==> config.mk <==
export PLATFORM = sky130hd
export DESIGN_NAME = trs_mac
export DESIGN_NICKNAME = d
export VERILOG_FILES = /design/src/trs_pkg.sv /design/src/trs_mac.sv
export SDC_FILE = /design/constraint.sdc
export NUM_CORES = 2
export LEC_CHECK = 0
export BUFFER_PORTS_ARGS = -buffer_cell sky130_fd_sc_hd__clkbuf_2
export CAP_MARGIN = 20
export CORE_ASPECT_RATIO = 0.75
export CORE_MARGIN = 4
export CORE_UTILIZATION = 65
export CTS_CLUSTER_DIAMETER = 200
export DETAILED_ROUTE_END_ITERATION = 16
export PLACE_DENSITY = 0.83
export SKIP_LAST_GASP = 1
export SLEW_MARGIN = 20
export SYNTH_ARGS = -nofsm -noshare
export SYNTH_HDL_FRONTEND = slang
export SYNTH_SLANG_ARGS = --single-unit
==> constraint.sdc <==
create_clock -name i_clk -period 27.3 [get_ports i_clk]
set_input_delay 2.73 -clock i_clk [delete_from_list [all_inputs] [get_ports i_clk]]
set_output_delay 2.73 -clock i_clk [all_outputs]
set_load 0.02 [all_outputs]
==> src/trs_pkg.sv <==
// Package for the TRS chain compose block: types, state codes, saturating helpers.
// No dependencies.
`timescale 1ns / 1ps
package trs_pkg;
    localparam int unsigned W = 32;
    localparam logic signed [W-1:0] ONE_Q16 = 32'sh0001_0000;
    localparam logic signed [W-1:0] ONE_Q30 = 32'sh4000_0000;

    typedef logic signed [W-1:0] t_word;
    typedef logic signed [67:0] t_acc;

    typedef struct packed {
        logic  first_link;
        logic  last_link;
        t_word pos_x;
        t_word pos_y;
        t_word pos_z;
        t_word rot_x;
        t_word rot_y;
        t_word rot_z;
        t_word rot_w;
        t_word scale_x;
        t_word scale_y;
        t_word scale_z;
    } t_in_beat;

    typedef struct packed {
        logic  is_last;
        t_word pos_x;
        t_word pos_y;
        t_word pos_z;
        t_word rot_x;
        t_word rot_y;
        t_word rot_z;
        t_word rot_w;
        t_word scale_x;
        t_word scale_y;
        t_word scale_z;
    } t_out_beat;

    typedef enum logic [1:0] {
        ST_IDLE,
        ST_RUN,
        ST_OUT
    } t_state;

    // one product term into the shared multiply-accumulate unit
    typedef struct packed {
        logic  clr;
        logic  neg;
        t_word a;
        t_word b;
    } t_mac_cmd;

    function automatic t_word sat_shift(input t_acc acc, input logic [4:0] n);
        t_acc r;
        r = (acc + (t_acc'(1) <<< (n - 5'd1))) >>> n;
        if (r > t_acc'(32'sh7fff_ffff)) return 32'sh7fff_ffff;
        if (r < -t_acc'(64'sh8000_0000)) return 32'sh8000_0000;
        return r[W-1:0];
    endfunction

    function automatic t_word sat_add(input t_word a, input t_word b);
        logic signed [W:0] s;
        s = {a[W-1], a} + {b[W-1], b};
        if (s[W] != s[W-1]) return s[W] ? 32'sh8000_0000 : 32'sh7fff_ffff;
        return s[W-1:0];
    endfunction
endpackage

==> src/trs_mac.sv <==
// Shared multiply-accumulate unit: registered product, then accumulator.
// Depends on trs_pkg.
`timescale 1ns / 1ps
module trs_mac (
    input  logic              i_clk,
    input  logic              i_rst_n,
    input  logic              i_en,
    input  trs_pkg::t_mac_cmd i_cmd,
    output trs_pkg::t_acc     o_acc
);
    import trs_pkg::*;
    logic signed [63:0] r_prod;
    logic               r_clr;
    logic               r_vld;
    t_acc               r_acc;

    always_ff @(posedge i_clk) begin
        if (!i_rst_n) begin
            r_vld <= 1'b0;
        end else begin
            r_vld <= i_en;
        end
        r_prod <= i_cmd.neg ? -(i_cmd.a * i_cmd.b) : i_cmd.a * i_cmd.b;
        r_clr  <= i_cmd.clr;
        if (r_vld) begin
            r_acc <= (r_clr ? t_acc'(0) : r_acc) + t_acc'(r_prod);
        end
    end
    assign o_acc = r_acc;
endmodule

# Word level (Yosys, flattened, before mapping)
# Index checks and enable logic that the tools add are counted.
# Widths: inputs -> output; s select.
# op_classes
n_addsub	2
multipliers	1
mux	2
# ops
op	n
$add 68x64->68	1
$mux 68	1
$mul 32x32->64	1
$mux 64	1
$neg 64->64	1
# totals
ff_bits	134
output_inout_bits	68

# Depth between registers and ports, before layout
# logic_depth
depth_word	3
depth_mapped	31

# Worst setup path before layout
# OpenSTA, ideal clock, no wires.
# synth_timing
kind	input to register
startpoint	in i_cmd[2] (netlist bit)
endpoint	reg r_prod[63]
setup_time_ps	126
arrival_ps	10786
setup_slack_ps	16388
path_stages	26
path_buffers	2
path_cell_list	clkbuf_1 nand2_1 inv_1 fa_1 fa_1 fa_1 inv_1 fa_1 inv_1 fa_1 fa_1 inv_1 fa_1 inv_1 fa_1 ha_1 clkbuf_1 a21oi_1 o21bai_1 a21o_1 a221o_1 o311ai_1 nor4bb_1 nand3_1 o41ai_2 xnor2_1
# synth_between
elab_chain_cells	3
# synth_rtl
element	line	rtl
from (decl)	trs_mac.sv:8	input trs_pkg::t_mac_cmd i_cmd,
$mul 32x32->64 *	trs_mac.sv:23	r_prod <= i_cmd.neg ? -(i_cmd.a * i_cmd.b) : i_cmd.a * i_cmd.b;
$neg 64->64	trs_mac.sv:23	
$mux 64 *	trs_mac.sv:23	
to (signal assigned)	trs_mac.sv:23	
to (decl)	trs_mac.sv:12	logic signed [63:0] r_prod;
# Every way passes the cells marked *; elsewhere a longest branch is shown, timed or not.
# A chain may end at the register's enable or synchronous reset.

# Worst setup path after layout
# layout_timing
startpoint	in i_cmd[3] (netlist bit)
endpoint	reg r_prod[62]
# Same word-level chain as after synthesis.

==> results.yml <==
setup_path:
  crit_required_ps: 27670
  r2r-end: "o_acc[66]"
  worstPathArrival_ps: 12230
  cp_cell_sequence: "clkbuf_2 -> and2_1 -> fa_1 -> fa_1 -> fa_1 -> inv_1 -> fa_1 -> inv_1 -> fa_1 -> fa_1 -> fa_1 -> fa_1 -> ha_1 -> nand4_1 -> nor3_1 -> o21ai_0 -> nor2_1 -> xor2_1 -> or4_4 -> nor3b_4 -> nand4_2 -> o31ai_1 -> xnor2_1"
  crit_fanout: 32
  setup.worst_path.start: "i_cmd[3]"
  worst_path_largest_cell_delay_ps: 900
  cell_type_of_the_slowest_stage_on_the_worst_timing_path: "fa_1"
  crit_path_frequent_cell: "fa_1"
  worstSetupEndpointType: "flip-flop"
  worst_setup_path_start_kind: "input port"
  r2r_cells: 17
  timing.reg2reg.setup_slack_ps: 22240
  crit_type: "input port to flip-flop"
  crit-reg2reg-launch: "r_clr"
synthesis:
  postSynthAreaPerCell_um2: 9.243
  synth-seq-cells: 134
  async_flop_share_pct: 0
  ys_seq_area_share_pct: 7.346
  synth_cell_types: 86
  netlist_instances: 4953
  netlist_top_cells_area: "fa_1 47%, inv_1 7.8%, and2_1 7.1%"
  synth_flop_cell: "edfxtp_1"
  synthDominantAreaCellType: "fa_1"
  mappedNetlistNets: 6357
  ys_warn_count: 0
  synth_area_um2: 45780
  synth_enable_flop_cells: 68
  synth.top_cell.area_share_pct: 47.36
timing:
  timing.final.max_slew_violations: 0
  fin_crit_sh_pct: 43.45
  tightestPinTransition_ps: 1196
  setup_violations: 0
  rsz_0062_raised_after_global_routing: "false"
  max_freq_mhz: 84.31
  timing.slew.headroom_pct: 20.24
  final_period_minus_worst_setup_slack_ps: 11860
  fin_worst_skew_ps: 12.90
  setup_tns_ps: 0
  hold_viol_final: 0
clocking:
  clock_tree.htree_level_count: 4
  clock_sink_total: 134
  ctsResizeCount: 0
  cts.path.max_buffers: 2
  clockRootBuffer: "clkbuf_16"
  cts_setup_buffers: 0
  clk-insertion-delay-late_ps: 440
  cts_inserted_buffers: 17
  cts.reportedPaths.clkPinSlew_ps: 60
  tritoncts: "built"
  post_cts_hold_buffer_count: 0
floorplanning:
  boundaryPins: 137
  die_w_um: 314.4
  fp.dieArea_um2: 74790
  initial_utilization_pct: 66.29
  design.core.area_um2: 69060
  fp-row-count: 83
  die_h_um: 237.8
outcome:
  result_of_the_run: "finished, final reports clean"
cells_and_area:
  fill_cells: 5268
  final_common_cell: "fa_1"
  nNetsFinal: 6266
  final_layout_size_suffix_gt1_share_pct: 4.738
  layout.cells.most_common_list: "1083 x fa_1, 956 x inv_1, 627 x nand2_1"
  areaGrowthSynthToFinish_pct: 3.378
grt:
  first_global_vias: 37370
  grt_pass1_wl_um: 198200
  global_route.overflow_total: 0
  global_route_usage_sum_pct: 33.64
  antenna_found_initial: 5
  grt_start_max_net_pins: 69
hold_path:
  timing.hold.worst_path_depth: 1
  worst_hold_path_type: "flip-flop to flip-flop"
  min_to: "o_acc[0]"
  hold_path.startpoint: "r_prod[0]"
drt:
  postRouteWirelength_um: 120000
  drt-wirelength-per-cell_um: 20.64
  first_iter_violations: 2830
  top_layer_used: "met4"
  vias_per_cell: 5.912
  drt-met1-wl_um: 46100
  drt-pass1-iter-count: 6
  drc: 0
  met3WireLength_um: 12980
  routed-via-count: 34380
  met2WireLength_um: 54860
  detail-route-antenna-nets: 0
placed_design:
  place.gp.congestion: 1.000
  post_dp_hpwl_um: 94360
  portBuffers: 136
job:
  cap_viol_max_count: 0
==> per-stage QoR <==
| step | std cells | hold slack, ps | utilization (%) | cell area [µm²] | setup WS [ps] |
|---|---|---|---|---|---|
| 4_1_cts | 5810 | 551.9 | 68.51 | 47310 | 15530 |
| 3_3_place_gp | 5778 | 521.9 | 67.69 | 46750 | 15250 |
| 3_5_place_dp | 5778 | 526.5 | 67.69 | 46750 | 15110 |
| 6_report | 5815 | 548.5 | 68.53 | 47330 | 15440 |
| 2_1_floorplan | 4953 | 508.3 | - | 45780 | 16390 |
| 5_1_grt | 5812 | 575.8 | 68.52 | 47320 | 15010 |
==> how the worst max path moves through the flow <==
stage,end,slack [ps],depth (start not counted)
2_1_floorplan,r_prod[63],16390,26
3_3_place_gp,r_prod[60],15250,25
3_5_place_dp,r_prod[62],15110,23
4_1_cts,r_prod[62],15530,23
5_1_grt,r_prod[63],15010,24
6_report,r_prod[62],15440,23
==> kinds of logic after synthesis <==
kind of cell	synth area share, %
AO/OA/AOI/OAI	7.582
XOR/XNOR	3.616
adder cells (fa/ha/maj)	54.25
buffers and inverters	9.998
flip-flops	7.346
multiplexers	0.04919
AND/OR/NAND/NOR	17.16
==> state kept, by name (all words and copies together), names as in the netlist <==
signal / count
r_vld: 1
o_acc: 68
r_clr: 1
r_prod: 64
==> metal layers <==
layer	track usage [%]	up-vias
li1	-	14850
met2	53.45	1883
met3	8.596	410
met4	14.23	0
met5	0	-
met1	44.55	17230
==> synth_stat cells (4+ instances only) <==
| cell | n |
|---|---|
| a211o_1 | 6 |
| nor3_1 | 28 |
| and3_1 | 19 |
| ha_1 | 252 |
| or4_1 | 6 |
| nor2_1 | 112 |
| o21bai_1 | 19 |
| or2_2 | 10 |
| or3_1 | 13 |
| inv_1 | 956 |
| a21o_1 | 75 |
| a21oi_1 | 152 |
| o21ai_0 | 110 |
| a31oi_1 | 20 |
| o22ai_1 | 4 |
| nand2_1 | 627 |
| and2_1 | 521 |
| edfxtp_1 | 68 |
| nor2b_1 | 81 |
| nand3_1 | 28 |
| clkbuf_1 | 252 |
| a31o_2 | 4 |
| o21a_1 | 23 |
| nand4_1 | 36 |
| o21ai_1 | 7 |
| o211ai_1 | 11 |
| a21oi_2 | 4 |
| dfxtp_1 | 66 |
| xor2_1 | 61 |
| a211oi_1 | 16 |
| o31ai_1 | 24 |
| nand2b_1 | 26 |
| nor4_1 | 10 |
| xnor2_1 | 128 |
| fa_1 | 1083 |
| and4_1 | 7 |
==> worst max-delay path: cells and delay by family <==
kind	cells	cell delay (ps)
AOI/OAI and AO/OA	2	500
adders and majority gates	9	5290
xor gates and xnor gates	2	340
and+or+nand+nor	7	2240
buffers and inverters	3	1090
==> layout make-up <==
type,count,area [µm²],area share [%]
Sequential cell,134,3366,7.112
Multi-Input combinational cell,3603,37840,79.96
Timing Repair Buffer,150,785.8,1.660
Tap cell,935,1170,2.472
Clock inverter,13,121.4,0.2564
Clock buffer,19,442.9,0.9359
Antenna cell,5,12.51,0.02644
Inverter,956,3588,7.582
Power is not shown: default switching activity piles up to over one toggle a cycle in this logic, so the estimate is an artifact.
